[src/hdl/synth_frequency_register_planner_core_defines.svh]
// Assertion macros shared by the frequency planner RTL.
`ifndef SYNTH_FREQUENCY_REGISTER_PLANNER_CORE_DEFINES_SVH
`define SYNTH_FREQUENCY_REGISTER_PLANNER_CORE_DEFINES_SVH
`ifndef SYNTH
// Same-cycle implication, disabled while reset is high.
`define SFRP_ASSERT_IMPLY(lbl, clk, rst, ante, cons) \
  lbl: assert property (@(posedge clk) disable iff (rst) (ante) |-> (cons)) \
    else $error("sfrp assertion failed");
// Next-cycle implication, disabled while reset is high.
`define SFRP_ASSERT_NEXT(lbl, clk, rst, ante, cons) \
  lbl: assert property (@(posedge clk) disable iff (rst) (ante) |=> (cons)) \
    else $error("sfrp assertion failed");
`else
`define SFRP_ASSERT_IMPLY(lbl, clk, rst, ante, cons)
`define SFRP_ASSERT_NEXT(lbl, clk, rst, ante, cons)
`endif
`endif

[src/hdl/sfrp_pkg.sv]
package sfrp_pkg;

  localparam int FREQ_W     = 28;
  localparam int XTAL_W     = 26;
  localparam int DIVIDEND_W = 46;
  localparam int DIVISOR_W  = 30;

  localparam logic [FREQ_W-1:0] FREQ_MIN = 28'd1000000;
  localparam logic [FREQ_W-1:0] FREQ_MAX = 28'd150000000;
  localparam logic [XTAL_W-1:0] XTAL_MIN = 26'd10000000;
  localparam logic [XTAL_W-1:0] XTAL_MAX = 26'd40000000;

  localparam logic [29:0] VCO_MAX_HZ = 30'd900000000;
  localparam logic [19:0] FRAC_DENOM = 20'd1048575;
  localparam logic [17:0] P1_OFFSET  = 18'd512;
  localparam logic [19:0] P3_PLL     = FRAC_DENOM;
  localparam logic [19:0] P3_SYNTH   = 20'd1;

  localparam logic [7:0] PLL_RESET_BYTE = 8'hA0;
  localparam logic [7:0] CLOCK_ON_BYTE  = 8'h4F;

  // Configuration register indexes.
  localparam logic [2:0] CFG_CRYSTAL       = 3'd0;
  localparam logic [2:0] CFG_PLL_BASE      = 3'd1;
  localparam logic [2:0] CFG_SYNTH_BASE    = 3'd2;
  localparam logic [2:0] CFG_PLL_RESET     = 3'd3;
  localparam logic [2:0] CFG_CLOCK_CONTROL = 3'd4;
  localparam logic [2:0] CFG_R_DIVIDER     = 3'd5;
  localparam logic [2:0] CFG_SOURCE_SELECT = 3'd6;

  // Positions within the eighteen-write run.
  localparam logic [4:0] SLOT_SYNTH_FIRST   = 5'd8;
  localparam logic [4:0] SLOT_PLL_RESET     = 5'd16;
  localparam logic [4:0] SLOT_CLOCK_CONTROL = 5'd17;

  typedef enum logic [3:0] {
    ST_IDLE,
    ST_VCO_LOAD,
    ST_VCO_WAIT,
    ST_MUL,
    ST_XTAL_LOAD,
    ST_XTAL_WAIT,
    ST_FRAC_LOAD,
    ST_FRAC_WAIT,
    ST_WHOLE,
    ST_EMIT
  } state_t;

  typedef struct packed {
    logic                  start;
    logic [DIVIDEND_W-1:0] dividend;
    logic [DIVISOR_W-1:0]  divisor;
  } div_req_t;

  typedef struct packed {
    logic                  done;
    logic [DIVIDEND_W-1:0] quotient;
    logic [DIVISOR_W-1:0]  remainder;
  } div_rsp_t;

  // One byte of an eight-word parameter block.
  function automatic logic [7:0] block_byte(input logic [2:0]  word,
                                            input logic [17:0] p1,
                                            input logic [19:0] p2,
                                            input logic [19:0] p3,
                                            input logic [6:0]  or_bits);
    logic [7:0] b;
    unique case (word)
      3'd0: b = p3[15:8];
      3'd1: b = p3[7:0];
      3'd2: b = {6'b0, p1[17:16]} | {1'b0, or_bits};
      3'd3: b = p1[15:8];
      3'd4: b = p1[7:0];
      3'd5: b = {p3[19:16], p2[19:16]};
      3'd6: b = p2[15:8];
      3'd7: b = p2[7:0];
      default: b = '0;
    endcase
    return b;
  endfunction

endpackage

[src/hdl/sfrp_div.sv]
module sfrp_div (
  input  logic               clk,
  input  logic               rst,
  input  sfrp_pkg::div_req_t req,
  output sfrp_pkg::div_rsp_t rsp
);

  localparam int CNT_W = $clog2(sfrp_pkg::DIVIDEND_W + 1);
  localparam logic [CNT_W-1:0] STEPS = CNT_W'(sfrp_pkg::DIVIDEND_W);

  logic [sfrp_pkg::DIVIDEND_W-1:0] acc;
  logic [sfrp_pkg::DIVISOR_W-1:0]  rem;
  logic [sfrp_pkg::DIVISOR_W-1:0]  dsr;
  logic [CNT_W-1:0]                cnt;
  logic                            run;
  logic                            done;
  logic [sfrp_pkg::DIVISOR_W:0]    trial;
  logic [sfrp_pkg::DIVISOR_W:0]    diff;
  logic                            fits;

  // Restoring division: one quotient bit per cycle, the quotient shifting in
  // behind the dividend bits as they leave the accumulator.
  assign trial = {rem, acc[sfrp_pkg::DIVIDEND_W-1]};
  assign diff  = trial - {1'b0, dsr};
  assign fits  = (trial >= {1'b0, dsr});

  always_ff @(posedge clk) begin
    if (rst) begin
      run  <= 1'b0;
      cnt  <= '0;
      done <= 1'b0;
    end else begin
      done <= 1'b0;
      if (req.start) begin
        run <= 1'b1;
        cnt <= STEPS;
      end else if (run) begin
        cnt <= cnt - 1'b1;
        if (cnt == CNT_W'(1)) begin
          run  <= 1'b0;
          done <= 1'b1;
        end
      end
    end
  end

  always_ff @(posedge clk) begin
    if (req.start) begin
      acc <= req.dividend;
      rem <= '0;
      dsr <= req.divisor;
    end else if (run) begin
      acc <= {acc[sfrp_pkg::DIVIDEND_W-2:0], fits};
      rem <= fits ? diff[sfrp_pkg::DIVISOR_W-1:0] : trial[sfrp_pkg::DIVISOR_W-1:0];
    end
  end

  assign rsp.done      = done;
  assign rsp.quotient  = acc;
  assign rsp.remainder = rem;

endmodule

[src/hdl/synth_frequency_register_planner_core.sv]
// Channel  Handshake                  Payload
// in       in_valid / in_stall        frequency_hz
// out      out_valid / out_stall      register_address, register_data, last_write
// cfg      cfg_write                  cfg_index, cfg_data
//
// A new frequency keeps the input stalled after it is accepted, through
// three passes of the shared 46-step divider (each with a load state and
// a wait state), a multiply state, a state to split the scaled fraction and
// eighteen write transactions, one per cycle when the output is not stalled.
// A repeated frequency is accepted but produces no transactions.
// Synchronous active-high reset restores the register defaults and clears the
// stored frequency. Output stalls hold the write sequence; input is stalled
// whenever the planner is not idle.
`include "synth_frequency_register_planner_core_defines.svh"

module synth_frequency_register_planner_core (
  input  logic        clk,
  input  logic        rst,
  input  logic        in_valid,
  output logic        in_stall,
  input  logic [27:0] frequency_hz,
  output logic        out_valid,
  input  logic        out_stall,
  output logic [7:0]  register_address,
  output logic [7:0]  register_data,
  output logic        last_write,
  input  logic        cfg_write,
  input  logic [2:0]  cfg_index,
  input  logic [25:0] cfg_data
);

  logic [25:0] crystal_hz;
  logic [7:0]  pll_base_address;
  logic [7:0]  synth_base_address;
  logic [7:0]  pll_reset_address;
  logic [7:0]  clock_control_address;
  logic [6:0]  r_divider_bits;
  logic [5:0]  source_select_bits;
  logic [27:0] last_frequency;

  sfrp_pkg::state_t   state;
  sfrp_pkg::state_t   state_next;
  sfrp_pkg::div_req_t div_req;
  sfrp_pkg::div_rsp_t div_rsp;

  logic [27:0] freq;
  logic [9:0]  divider;
  logic [29:0] pll;
  logic [6:0]  mult;
  logic [25:0] xtal_rem;
  logic [19:0] num;
  logic [6:0]  whole;
  logic [19:0] p2;
  logic [4:0]  slot;

  logic [27:0] freq_clamped;
  logic [25:0] xtal_clamped;
  logic [37:0] product;
  logic [26:0] num_scaled;
  logic [20:0] split_sum;
  logic        split_carry;
  logic [6:0]  whole_next;
  logic [19:0] p2_next;
  logic [17:0] p1_pll;
  logic [17:0] p1_synth;
  logic [7:0]  write_address;
  logic [7:0]  write_data;
  logic        in_accept;
  logic        new_item;
  logic        out_free;
  logic        emit_load;

  always_comb begin
    priority if (frequency_hz < sfrp_pkg::FREQ_MIN) begin
      freq_clamped = sfrp_pkg::FREQ_MIN;
    end else if (frequency_hz > sfrp_pkg::FREQ_MAX) begin
      freq_clamped = sfrp_pkg::FREQ_MAX;
    end else begin
      freq_clamped = frequency_hz;
    end
  end

  always_comb begin
    priority if (crystal_hz < sfrp_pkg::XTAL_MIN) begin
      xtal_clamped = sfrp_pkg::XTAL_MIN;
    end else if (crystal_hz > sfrp_pkg::XTAL_MAX) begin
      xtal_clamped = sfrp_pkg::XTAL_MAX;
    end else begin
      xtal_clamped = crystal_hz;
    end
  end

  assign in_stall  = (state != sfrp_pkg::ST_IDLE);
  assign in_accept = in_valid && !in_stall;
  assign new_item  = in_accept && (freq_clamped != last_frequency);
  assign out_free  = !out_valid || !out_stall;
  assign emit_load = (state == sfrp_pkg::ST_EMIT) && out_free;

  sfrp_div u_div (
    .clk (clk),
    .rst (rst),
    .req (div_req),
    .rsp (div_rsp)
  );

  always_ff @(posedge clk) begin
    if (rst) begin
      state <= sfrp_pkg::ST_IDLE;
    end else begin
      state <= state_next;
    end
  end

  always_comb begin
    state_next       = state;
    div_req.start    = 1'b0;
    div_req.dividend = '0;
    div_req.divisor  = '0;
    unique case (state)
      sfrp_pkg::ST_IDLE: begin
        if (new_item) state_next = sfrp_pkg::ST_VCO_LOAD;
      end
      sfrp_pkg::ST_VCO_LOAD: begin
        div_req.start    = 1'b1;
        div_req.dividend = sfrp_pkg::DIVIDEND_W'(sfrp_pkg::VCO_MAX_HZ);
        div_req.divisor  = sfrp_pkg::DIVISOR_W'(freq);
        state_next       = sfrp_pkg::ST_VCO_WAIT;
      end
      sfrp_pkg::ST_VCO_WAIT: begin
        if (div_rsp.done) state_next = sfrp_pkg::ST_MUL;
      end
      sfrp_pkg::ST_MUL: begin
        state_next = sfrp_pkg::ST_XTAL_LOAD;
      end
      sfrp_pkg::ST_XTAL_LOAD: begin
        div_req.start    = 1'b1;
        div_req.dividend = sfrp_pkg::DIVIDEND_W'(pll);
        div_req.divisor  = sfrp_pkg::DIVISOR_W'(xtal_clamped);
        state_next       = sfrp_pkg::ST_XTAL_WAIT;
      end
      sfrp_pkg::ST_XTAL_WAIT: begin
        if (div_rsp.done) state_next = sfrp_pkg::ST_FRAC_LOAD;
      end
      sfrp_pkg::ST_FRAC_LOAD: begin
        // Remainder times the fraction denominator, as a shift and a subtract.
        div_req.start    = 1'b1;
        div_req.dividend = {xtal_rem, 20'b0} - {20'b0, xtal_rem};
        div_req.divisor  = sfrp_pkg::DIVISOR_W'(xtal_clamped);
        state_next       = sfrp_pkg::ST_FRAC_WAIT;
      end
      sfrp_pkg::ST_FRAC_WAIT: begin
        if (div_rsp.done) state_next = sfrp_pkg::ST_WHOLE;
      end
      sfrp_pkg::ST_WHOLE: begin
        state_next = sfrp_pkg::ST_EMIT;
      end
      sfrp_pkg::ST_EMIT: begin
        if (emit_load && (slot == sfrp_pkg::SLOT_CLOCK_CONTROL)) begin
          state_next = sfrp_pkg::ST_IDLE;
        end
      end
      default: state_next = sfrp_pkg::ST_IDLE;
    endcase
  end

  assign product = 38'(divider) * 38'(freq);

  // The denominator is 2^20 - 1, so the bits of 128 * num above bit 19 give a
  // first quotient, and adding them back to the low bits leaves room for at
  // most one more denominator.
  assign num_scaled  = {num, 7'b0};
  assign split_sum   = {1'b0, num_scaled[19:0]} + {14'b0, num_scaled[26:20]};
  assign split_carry = (split_sum >= {1'b0, sfrp_pkg::FRAC_DENOM});
  assign whole_next  = num_scaled[26:20] + {6'b0, split_carry};
  assign p2_next     = split_carry ? 20'(split_sum - {1'b0, sfrp_pkg::FRAC_DENOM})
                                   : split_sum[19:0];

  // Datapath registers.
  always_ff @(posedge clk) begin
    if (new_item) freq <= freq_clamped;
    if ((state == sfrp_pkg::ST_VCO_WAIT) && div_rsp.done) begin
      divider <= {div_rsp.quotient[9:1], 1'b0};
    end
    if (state == sfrp_pkg::ST_MUL) pll <= product[29:0];
    if ((state == sfrp_pkg::ST_XTAL_WAIT) && div_rsp.done) begin
      mult     <= div_rsp.quotient[6:0];
      xtal_rem <= div_rsp.remainder[25:0];
    end
    if ((state == sfrp_pkg::ST_FRAC_WAIT) && div_rsp.done) begin
      num <= div_rsp.quotient[19:0];
    end
    // The remainder of the split is the fractional P2 word directly.
    if (state == sfrp_pkg::ST_WHOLE) begin
      whole <= whole_next;
      p2    <= p2_next;
    end
  end

  assign p1_pll   = {4'b0, mult, 7'b0} + {11'b0, whole} - sfrp_pkg::P1_OFFSET;
  assign p1_synth = {1'b0, divider, 7'b0} - sfrp_pkg::P1_OFFSET;

  always_comb begin
    priority if (slot < sfrp_pkg::SLOT_SYNTH_FIRST) begin
      write_address = pll_base_address + {5'b0, slot[2:0]};
      write_data    = sfrp_pkg::block_byte(slot[2:0], p1_pll, p2, sfrp_pkg::P3_PLL, 7'b0);
    end else if (slot < sfrp_pkg::SLOT_PLL_RESET) begin
      write_address = synth_base_address + {5'b0, slot[2:0]};
      write_data    = sfrp_pkg::block_byte(slot[2:0], p1_synth, 20'b0,
                                           sfrp_pkg::P3_SYNTH, r_divider_bits);
    end else if (slot == sfrp_pkg::SLOT_PLL_RESET) begin
      write_address = pll_reset_address;
      write_data    = sfrp_pkg::PLL_RESET_BYTE;
    end else begin
      write_address = clock_control_address;
      write_data    = sfrp_pkg::CLOCK_ON_BYTE | {2'b0, source_select_bits};
    end
  end

  always_ff @(posedge clk) begin
    if (rst) begin
      slot      <= '0;
      out_valid <= 1'b0;
    end else begin
      if (new_item) begin
        slot <= '0;
      end else if (emit_load) begin
        slot <= slot + 1'b1;
      end
      if (emit_load) begin
        out_valid <= 1'b1;
      end else if (!out_stall) begin
        out_valid <= 1'b0;
      end
    end
  end

  always_ff @(posedge clk) begin
    if (emit_load) begin
      register_address <= write_address;
      register_data    <= write_data;
      last_write       <= (slot == sfrp_pkg::SLOT_CLOCK_CONTROL);
    end
  end

  always_ff @(posedge clk) begin
    if (rst) begin
      crystal_hz            <= 26'd25000000;
      pll_base_address      <= 8'd26;
      synth_base_address    <= 8'd42;
      pll_reset_address     <= 8'd177;
      clock_control_address <= 8'd16;
      r_divider_bits        <= '0;
      source_select_bits    <= '0;
      last_frequency        <= '0;
    end else begin
      if (new_item) last_frequency <= freq_clamped;
      if (cfg_write) begin
        unique case (cfg_index)
          sfrp_pkg::CFG_CRYSTAL:       crystal_hz            <= cfg_data;
          sfrp_pkg::CFG_PLL_BASE:      pll_base_address      <= cfg_data[7:0];
          sfrp_pkg::CFG_SYNTH_BASE:    synth_base_address    <= cfg_data[7:0];
          sfrp_pkg::CFG_PLL_RESET:     pll_reset_address     <= cfg_data[7:0];
          sfrp_pkg::CFG_CLOCK_CONTROL: clock_control_address <= cfg_data[7:0];
          sfrp_pkg::CFG_R_DIVIDER:     r_divider_bits        <= cfg_data[6:0];
          sfrp_pkg::CFG_SOURCE_SELECT: source_select_bits    <= cfg_data[5:0];
          default: ;
        endcase
      end
    end
  end

  `SFRP_ASSERT_IMPLY(a_div_done_in_wait, clk, rst, div_rsp.done,
                     (state == sfrp_pkg::ST_VCO_WAIT || state == sfrp_pkg::ST_XTAL_WAIT ||
                      state == sfrp_pkg::ST_FRAC_WAIT))
  `SFRP_ASSERT_IMPLY(a_emit_words_in_range, clk, rst, state == sfrp_pkg::ST_EMIT,
                     (slot <= sfrp_pkg::SLOT_CLOCK_CONTROL) && (p2 < sfrp_pkg::FRAC_DENOM) &&
                     (num < sfrp_pkg::FRAC_DENOM))
  `SFRP_ASSERT_NEXT(a_pll_below_vco_max, clk, rst, state == sfrp_pkg::ST_MUL,
                    pll <= sfrp_pkg::VCO_MAX_HZ)

endmodule
[config.mk]
export PLATFORM = sky130hd
export DESIGN_NAME = synth_frequency_register_planner_core
export DESIGN_NICKNAME = d
export VERILOG_FILES = /design/src/hdl/sfrp_pkg.sv /design/src/hdl/sfrp_div.sv /design/src/hdl/synth_frequency_register_planner_core.sv
export VERILOG_INCLUDE_DIRS = /design/src /design/src/hdl
export SDC_FILE = /design/constraint.sdc
export NUM_CORES = 1
export LEC_CHECK = 0
export BUFFER_PORTS_ARGS = -buffer_cell sky130_fd_sc_hd__buf_2
export CAP_MARGIN = 40
export CORE_MARGIN = 5
export CORE_UTILIZATION = 40
export CTS_CLUSTER_SIZE = 25
export DETAILED_ROUTE_END_ITERATION = 7
export PLACE_DENSITY = 0.63
export SYNTH_ARGS = -nofsm -noshare
export SYNTH_HDL_FRONTEND = slang
export SYNTH_HIERARCHICAL = 1
export SYNTH_SLANG_ARGS = --single-unit
[constraint.sdc]
create_clock -name clk -period 9.5 [get_ports clk]
set_input_delay 1.9 -clock clk [delete_from_list [all_inputs] [get_ports clk]]
set_output_delay 1.9 -clock clk [all_outputs]
set_load 0.02 [all_outputs]
# [After elaboration in Yosys (flattened, before gate mapping)]
# Cells that the tools add are included.
[classes] add_sub_neg=12 multipliers=1 order_cmp=8 eq_ne=32 muxes=31 n_bitwise=2 n_reduce_logical=29
[ops] op="$pmux W77 S3" count=1
[ops] op="$mux W46" count=2
[ops] op="$mux W28" count=2
[ops] op="$pmux W8 S7" count=1
[ops] op="$mux W26" count=2
[ops] op="$mux W8" count=6
[ops] op="$sub A46 B26 Y46" count=1
[ops] op="$pmux W4 S10" count=1
[ops] op="$pmux W8 S5" count=1
[ops] op="$ge A31 B30 Y1" count=1
[ops] op="$mux W30" count=1
[ops] op="$sub A30 B30 Y30" count=1
[ops] op="$mul A9 B28 Y29" count=1
[ops] op="$gt A28 B28 Y1 const B" count=1
[ops] op="$lt A28 B20 Y1 const B" count=1
[ops] op="$ne A28 B28 Y1" count=1
[ops] op="$gt A26 B26 Y1 const B" count=1
[ops] op="$lt A26 B24 Y1 const B" count=1
[ops] op="$add A20 B7 Y21" count=1
[ops] op="$eq A3 B3 Y1 const B" count=7
[ops] op="$ge A21 B20 Y1 const B" count=1
[ops] op="$mux W20" count=1
[ops] op="$mux W4" count=5
[ops] op="$sub A20 B20 Y20 const B" count=1
[ops] op="other kinds (35)" count=73
[totals] regBits=386 input_bits=62

# [Logic depth before layout (Yosys ltp)]
# Gate-level depths: netlist of the first run.
[depth] ltp_word=7 depth_mapped=22 depth_no_buf=20

# [Cells and area by module]
# Netlist of the first run, hierarchy kept.
[by_module_without_submodules] mod="synth_frequency_register_planner_core" instances=1 cells_per_inst=2199 area_each_um2=20135.6
[by_module_without_submodules] mod="sfrp_div" instances=1 cells_per_inst=618 area_each_um2=6488.7

# [Worst setup path after synthesis of the first run]
# OpenSTA, ideal clock, no wires.
[synth_timing] path_kind="register to register" startpoint="register divider[2]" endpoint="register pll[28] (data pin)" t_arrival_ns=5.388 path_slack_ns=3.855 path_stages_with_launch=21 n_path_buf=2 cell_sequence="edfxtp_1 > clkbuf_1 > clkbuf_1 > nand2_1 > fa_1 > inv_1 > fa_1 > fa_1 > inv_1 > fa_1 > inv_1 > ha_1 > o211ai_1 > a21boi_0 > o22ai_1 > o21ai_0 > o41ai_1 > o311ai_0 > a311o_1 > a21oi_1 > xnor2_1"
[synth_via] elab_chain_len=1
[synth_lines] item="start, declared" line_no="synth_frequency_register_planner_core.sv:47" source="logic [9:0] divider;"
[synth_lines] item="start signal, assigned" line_no="synth_frequency_register_planner_core.sv:182" source="divider <= {div_rsp.quotient[9:1], 1'b0};"
[synth_lines] item="$mul A9 B28 Y29" line_no="synth_frequency_register_planner_core.sv:166" source="assign product = 38'(divider) * 38'(freq);"
[synth_lines] item="via product[28]" line_no="synth_frequency_register_planner_core.sv:58" source="logic [37:0] product;"
[synth_lines] item="end signal, assigned" line_no="synth_frequency_register_planner_core.sv:184" source="if (state == sfrp_pkg::ST_MUL) pll <= product[29:0];"
[synth_lines] item="end, declared" line_no="synth_frequency_register_planner_core.sv:48" source="logic [29:0] pll;"
# The timed path passes the listed nets, and every way through them passes these cells.
# A chain may end at the register's enable or synchronous reset.

# [Worst setup path in the final report of the first run]
[layout_timing] startpoint="register divider[1]" endpoint="register pll[28] (data pin)"
# The elaborated chain is that of the path after synthesis.

==> run summary, run 1 <==
### Die
- **Die W** 268 um
- **die extent in y** 268 um
- **number of core rows** 94
- **number of ports placed on the die boundary** 81
- **die area** 71,800 um^2
- **CORE AREA** 65,900 um^2
- **initial standard-cell utilization of the core** 40.4%

### Place
- **Final GP Congestion** 0.980
- **instance area after placement** 27,900 um^2
- **buffers added on ports** 80
- **number of placed cells counting well taps** 3,644
- **detailed-placement wirelength estimate** 58,900 um
- **post-placement setup slack** 2.91 ns

### Cells and area
- **final standard cell count with taps included and fillers excluded** 3,723
- **area growth from synthesis to layout** 10.1%
- **Final Instance Area** 29,300 um^2
- **fraction of final layout cells with drive strength greater than 1** 9.23%
- **# diodes** 0
- **Total Nets Final** 3,142

### Logic synthesis
- **synthesized instance count** 2,817
- **async set or reset register ratio after synthesis** 0%
- **Main synth FF type** sky130_fd_sc_hd__edfxtp_1
- **number of enable flip-flop cells after synthesis** 238
- **synth warn** 6
- **post-synthesis cell area** 26,600 um^2
- **number of register bits inferred by synthesis** 381
- **per-instance average area after synthesis** 9.45 um^2
- **sequential fraction of the synthesis area** 37.6%
- **distinct cell type count of the synthesized netlist** 94

### Pwr
- **net switching share of the total power** 43.0%
- **Seq pwr share** 28.6%
- **internal portion of total power** 0.00562 W
- **leakage power of the design** 11.7 nW
- **proportion of power drawn by the clock network** 17.2%
- **proportion of power drawn by combinational gates** 54.2%
- **Net Switching** 0.00424 W
- **worst voltage drop across the vdd grid** 0.317 mV
- **Pwr per Cell Area** 336 nW/um^2

### Critical path
- **most numerous cell on the critical path** sky130_fd_sc_hd__fa_1
- **largest incremental delay on the critical path** 0.68 ns
- **kind of critical path** flip-flop to flip-flop
- **slowest cell on the critical path** sky130_fd_sc_hd__edfxtp_1
- **ordered cell list for the critical path** buf_4 > nand2_1 > fa_1 > inv_1 > fa_1 > inv_1 > fa_1 > fa_1 > inv_1 > ha_1 > a21oi_1 > o22ai_1 > o22ai_1 > o21ai_0 > o41ai_1 > o311ai_0 > a311o_1 > a21oi_1 > xnor2_1
- **sort of element at the start of the critical path** flip-flop
- **CP Capture Type** flip-flop
- **Crit Path Max Fanout** 16
- **required time reported for the critical path endpoint** 9.82 ns
- **data arrival time of the worst path** 6.55 ns

### Clock tree
- **number of sinks handled by clock tree synthesis** 381
- **worst-case clock buffer depth** 3
- **Root Buffer** sky130_fd_sc_hd__clkbuf_16
- **CTS hold repair buffers** 0
- **total clock buffers created by CTS** 43
- **Reg clk slew, reported paths** 0.06 ns
- **count of H-tree levels built during CTS** 2
- **CTS tree** built
- **setup bufs post-CTS** 0
- **Resized cells post-CTS** 0
- **later-pin clock latency in the skew report** 0.58 ns

### Route
- **routed len/inst** 20.9 um
- **residual DRC count** 0
- **number of iterations in the first detailed-routing pass** 6
- **final WL** 77,900 um
- **iteration-0 DRC count of the detailed router** 2,568
- **routed vias/inst** 5.69
- **total number of vias** 21,200
- **number of nets with antenna violations after detailed routing** 0

### Global route
- **largest net degree at the start of global routing** 76
- **via count of the first global-routing pass** 20,700
- **global-route congestion overflow total** 0
- **initial antenna violation count** 2
- **wire length of the first global-routing pass** 121,000 um
- **GRT Util Overall** 21.2%

### STA
- **total negative setup slack** 0 ns
- **final count of negative-setup-slack endpoints** 0
- **fin worst setup slack** 3.27 ns
- **Fin. Hold Viols** 0
- **Slew Limit Headroom** 34.9%
- **setup repair after global routing missed its margin** no
- **number of max-slew violations in the final report** 0
- **worst setup skew after layout** 0.0279 ns
- **clock period minus final worst setup slack** 6.23 ns
- **fmax** 0.160 GHz
- **final worst-path cycle share** 65.6%
- **Slew @ Worst Pin** 0.974 ns
- **minimum hold slack** 0.460 ns

### Job
- **Max Cap Viol** 0

### Min path
- **Hold/Removal Path Class** flip-flop to flip-flop

### Status
- **result of the run** finished clean

[power by group through the flow]
stage	Combinational [W]	Sequential (W)	Clock, W
floorplan	0.00404	0.00258	0
global placement	0.00518	0.00285	0
detailed placement	0.00532	0.00285	0
CTS	0.00535	0.00282	0.00172
global route	0.00598	0.00285	0.00178
finish	0.00534	0.00282	0.00169
[stage by stage]
step	power (W)	util, %
final	0.00986	44.5
after global routing	0.0106	44.5
after CTS	0.00990	44.5
after detailed placement	0.00818	42.4
after global placement	0.00803	42.1
after floorplan	0.00662	-
[metal layers]
metal  vias up  track usage (%)  routed length [um]
li1       9762                -                   -
met1     10500             30.3               33900
met2       760             34.2               36500
met3       134             2.46                5030
met4         2             6.45                2400
met5         -                0                  13
[worst max-delay path, delay by kind of cell (launching register included)]
family	cells	cell delay [ns]
buffers and inverters	4	0.58
adders and majority gates	5	2.13
and+or+nand+nor	1	0.11
DFF	1	0.68
AOI/OAI and AO/OA	8	2.39
xor gates and xnor gates	1	0.09
[cells in the final DEF (no fill, tap or decap), types with 21 or more instances in the layout]
master | netlist | layout
sky130_fd_sc_hd__nor3_1 | 60 | 57
sky130_fd_sc_hd__nor2_1 | 172 | 169
sky130_fd_sc_hd__nand3b_1 | 22 | 22
sky130_fd_sc_hd__o21ai_0 | 97 | 97
sky130_fd_sc_hd__fa_1 | 161 | 161
sky130_fd_sc_hd__edfxtp_1 | 238 | 238
sky130_fd_sc_hd__mux2_2 | 47 | 47
sky130_fd_sc_hd__nand2_1 | 374 | 374
sky130_fd_sc_hd__nand2b_1 | 30 | 30
sky130_fd_sc_hd__a21oi_1 | 143 | 142
sky130_fd_sc_hd__nor2b_1 | 22 | 22
sky130_fd_sc_hd__xor2_1 | 52 | 52
sky130_fd_sc_hd__a21o_1 | 25 | 25
sky130_fd_sc_hd__inv_1 | 265 | 265
sky130_fd_sc_hd__ha_1 | 94 | 94
sky130_fd_sc_hd__buf_4 | 4 | 27
sky130_fd_sc_hd__mux2i_1 | 24 | 24
sky130_fd_sc_hd__and2_1 | 163 | 163
sky130_fd_sc_hd__clkbuf_16 | 0 | 44
sky130_fd_sc_hd__nand3_1 | 54 | 54
sky130_fd_sc_hd__xnor2_1 | 75 | 75
sky130_fd_sc_hd__nor4_1 | 22 | 21
sky130_fd_sc_hd__nand4_1 | 31 | 31
sky130_fd_sc_hd__a211oi_1 | 32 | 32
sky130_fd_sc_hd__dfxtp_1 | 143 | 142
sky130_fd_sc_hd__buf_2 | 8 | 82
[kinds of logic (layout without fill, tap and decap cells)]
kind of cell,count (synthesis),in the layout,share of synthesized area [%]
AND/OR/NAND/NOR,1037,1037,19.2
AO/OA/AOI/OAI,525,525,13.4
buffers and inverters,420,461,6.16
flip-flops,381,381,37.6
adder cells (fa/ha/maj),255,255,16.5
XOR/XNOR,127,127,4.18
multiplexers,71,71,2.89
other,1,2,0.0141
[cells in the mapped netlist, types with 32 or more instances]
cell type	count	share of area [%]
sky130_fd_sc_hd__mux2_2	47	2.0
sky130_fd_sc_hd__nor3_1	60	1.1
sky130_fd_sc_hd__clkbuf_1	115	1.6
sky130_fd_sc_hd__xor2_1	52	1.7
sky130_fd_sc_hd__a21oi_1	143	2.7
sky130_fd_sc_hd__and2_1	163	3.8
sky130_fd_sc_hd__a211oi_1	32	0.90
sky130_fd_sc_hd__nor2_1	172	2.4
sky130_fd_sc_hd__ha_1	94	4.4
sky130_fd_sc_hd__inv_1	265	3.7
sky130_fd_sc_hd__o21ai_0	97	1.8
sky130_fd_sc_hd__edfxtp_1	238	27
sky130_fd_sc_hd__fa_1	161	12
sky130_fd_sc_hd__nand3_1	54	1.0
sky130_fd_sc_hd__xnor2_1	75	2.5
sky130_fd_sc_hd__dfxtp_1	143	11
sky130_fd_sc_hd__nand2_1	374	5.3
[sequential cells by signal, indices dropped and copies added (netlist names), 8 cells and up]
| signal | count |
|---|---|
| num | 20 |
| register_address | 8 |
| freq | 28 |
| clock_control_address | 8 |
| u_div/rem | 30 |
| divider | 9 |
| crystal_hz | 26 |
| pll_base_address | 8 |
| synth_base_address | 8 |
| register_data | 8 |
| pll_reset_address | 8 |
| pll | 29 |
| u_div/dsr | 30 |
| last_frequency | 28 |
| p2 | 19 |
| xtal_rem | 26 |
| u_div/acc | 46 |
[final timing paths]
check,start,to,slack [ns],depth (start not counted)
setup reg to reg,divider[1],pll[28],3.27,19
setup / recovery,divider[1],pll[28],3.27,19
hold reg to reg,pll_reset_address[2],pll_reset_address[2],0.46,2
hold / removal,pll_reset_address[2],pll_reset_address[2],0.46,2
[final cells by class]
class | count | area [um^2]
clock inverter | 23 | 240
sequential | 381 | 10000
multi-input combinational | 2017 | 15000
inverter | 265 | 995
fill | 6262 | 36500
clock buffer | 56 | 1180
tap | 864 | 1080
timing repair buffer | 117 | 779
Power figures use the tool's default switching activity.
==> run 2: changes to the inputs <==
- clock period: 9.5 -> 6.2 ns (I/O delays scaled with it)
==> run 2 against run 1 <==
Net effect:
- fmax increased by 7.2%
- register-to-register slack lost 2.9 ns
- combinational power up 54%
- count of clock-buffer cells in the layout is 1 higher
- non-clock buffer count is 14 higher
- final cell count increased by 0.54%
==> run summary, run 2 (synthesized netlist as in run 1, its figures left out) <==
### Global route
- **global-route congestion overflow total** 0
- **via count of the first global-routing pass** 20,700
- **wire length of the first global-routing pass** 121,000 um
- **GRT Util Overall** 21.5%
- **initial antenna violation count** 5
- **largest net degree at the start of global routing** 67

### Critical path
- **endpoint of the worst register-to-register path** pll[26]
- **family with the most delay on the worst path** adder cells
- **data arrival time of the worst path** 6.13 ns
- **CP Capture Type** flip-flop
- **required time reported for the critical path endpoint** 6.52 ns
- **Worst Path Buf+Inv** 5
- **length in cells of the worst reg-to-reg path** 20
- **total stage count of the critical path** 20
- **launch instance of the worst register-to-register path** divider[3]
- **slowest cell on the critical path** sky130_fd_sc_hd__edfxtp_1
- **Crit Path Max Fanout** 17
- **ordered cell list for the critical path** buf_4 > nand2_1 > fa_1 > inv_1 > fa_1 > inv_1 > fa_1 > fa_1 > inv_1 > ha_1 > nand3_1 > o22ai_1 > o22ai_1 > o21ai_0 > o41ai_1 > o311ai_0 > buf_4 > o21a_1 > nor2_1 > xnor2_1
- **largest incremental delay on the critical path** 0.62 ns
- **most numerous cell on the critical path** sky130_fd_sc_hd__fa_1
- **sort of element at the start of the critical path** flip-flop
- **kind of critical path** flip-flop to flip-flop
- **worst setup path start** divider[3]
- **worst setup path endpoint** pll[26]
- **register-to-register setup slack** 0.39 ns

### Clock tree
- **worst-case clock buffer depth** 3
- **Reg clk slew, reported paths** 0.06 ns
- **total clock buffers created by CTS** 44
- **number of sinks handled by clock tree synthesis** 381
- **setup bufs post-CTS** 0
- **later-pin clock latency in the skew report** 0.58 ns
- **CTS hold repair buffers** 0
- **CTS tree** built
- **Resized cells post-CTS** 0
- **Root Buffer** sky130_fd_sc_hd__clkbuf_16
- **count of H-tree levels built during CTS** 2

### Place
- **Final GP Congestion** 0.943
- **number of placed cells counting well taps** 3,658
- **detailed-placement wirelength estimate** 60,300 um
- **buffers added on ports** 80

### Min path
- **launch instance of the worst min-delay path** clock_control_address[6]
- **Hold/Removal Path Class** flip-flop to flip-flop

### Die
- **number of ports placed on the die boundary** 81
- **CORE AREA** 65,900 um^2
- **number of core rows** 94
- **die extent in y** 268 um
- **initial standard-cell utilization of the core** 40.4%
- **die area** 71,800 um^2
- **Die W** 268 um

### STA
- **setup repair after global routing missed its margin** no
- **Fin. Hold Viols** 0
- **clock period minus final worst setup slack** 5.81 ns
- **final worst-path cycle share** 93.8%
- **fmax** 0.172 GHz
- **Slew @ Worst Pin** 0.953 ns
- **total negative setup slack** 0 ns
- **Slew Limit Headroom** 36.1%
- **number of max-slew violations in the final report** 0
- **final count of negative-setup-slack endpoints** 0
- **worst setup skew after layout** 0.0169 ns

### Pwr
- **Pwr per Cell Area** 517 nW/um^2
- **leakage power of the design** 11.8 nW
- **net switching share of the total power** 42.9%
- **proportion of power drawn by combinational gates** 54.2%
- **Net Switching** 0.00653 W
- **internal portion of total power** 0.00867 W
- **Seq pwr share** 28.6%
- **proportion of power drawn by the clock network** 17.2%
- **worst voltage drop across the vdd grid** 0.462 mV

### Status
- **result of the run** finished clean

### Route
- **met2 WL** 36,200 um
- **total met3 wirelength after detailed routing** 5920 um
- **iteration-0 DRC count of the detailed router** 1,975
- **residual DRC count** 0
- **total number of vias** 21,400
- **final WL** 78,900 um
- **number of nets with antenna violations after detailed routing** 0
- **routed vias/inst** 5.71
- **routed len/inst** 21.1 um
- **number of iterations in the first detailed-routing pass** 5
- **highest routed layer** met5
- **total routed wire length on the met1 layer** 33,300 um

### Cells and area
- **Total Nets Final** 3,157
- **leading cell type in the layout, fill and taps excluded** sky130_fd_sc_hd__nand2_1
- **register with the highest flop count** u_div/acc
- **flip-flop count of the largest register after layout** 46
- **fraction of final layout cells with drive strength greater than 1** 9.84%
- **Top Registers** u_div/acc x46, u_div/dsr x30, u_div/rem x30
- **area growth from synthesis to layout** 10.5%
- **commonest cells after routing, fill and taps aside** 374 x sky130_fd_sc_hd__nand2_1, 265 x sky130_fd_sc_hd__inv_1, 238 x sky130_fd_sc_hd__edfxtp_1
- **final standard cell count with taps included and fillers excluded** 3,743

### Job
- **Max Cap Viol** 0

-- run 2: worst min path at each step --
stage / end / slack (ns) / cells past startpoint
floorplan: num[10] / 0.42 / 0
global placement: clock_control_address[2] / 0.44 / 2
detailed placement: pll_reset_address[1] / 0.45 / 2
CTS: clock_control_address[3] / 0.45 / 2
global route: clock_control_address[3] / 0.47 / 2
finish: clock_control_address[6] / 0.45 / 2
-- run 2: routing by layer --
metal / global-route usage (%) / vias up
li1: - / 9806
met1: 29.6 / 10600
met2: 33.8 / 834
met3: 4.09 / 160
met4: 8.51 / 2
met5: 0 / -
-- run 2: tightest hold or removal path, stage by stage (launching register included) --
cell,delay (ns)
sky130_fd_sc_hd__dfxtp_1,0.31
sky130_fd_sc_hd__nand2_1,0.05
sky130_fd_sc_hd__a21oi_1,0.05
-- run 2: cell type report --
| cell class | count | area, um^2 |
|---|---|---|
| fillers | 6347 | 36500 |
| multi-input cells | 2017 | 15000 |
| flip-flops and latches | 381 | 10000 |
| clock buffers | 57 | 1200 |
| well taps | 864 | 1080 |
| inverters | 265 | 995 |
| repair buffers | 131 | 828 |
| clock inverters | 25 | 256 |
| diodes | 3 | 7.51 |
-- run 2: power by group through the flow --
stage	logic, W	registers (W)	clock network [W]
final	0.00824	0.00435	0.00261
after global routing	0.00922	0.00439	0.00277
after CTS	0.00826	0.00435	0.00266
after detailed placement	0.00819	0.00439	0
after global placement	0.00802	0.00438	0
after floorplan	0.00619	0.00396	0
-- run 2: through the flow --
stage / area (um^2) / setup WS [ns] / hold WS, ns / utilization [%] / power, W
2_1_floorplan: 26600 / 0.555 / 0.422 / - / 0.0101
3_3_place_gp: 27800 / 0.518 / 0.441 / 42.3 / 0.0124
3_5_place_dp: 27900 / 0.443 / 0.447 / 42.4 / 0.0126
4_1_cts: 29400 / 0.403 / 0.455 / 44.6 / 0.0153
5_1_grt: 29400 / 0.0232 / 0.470 / 44.6 / 0.0164
6_report: 29400 / 0.387 / 0.455 / 44.7 / 0.0152
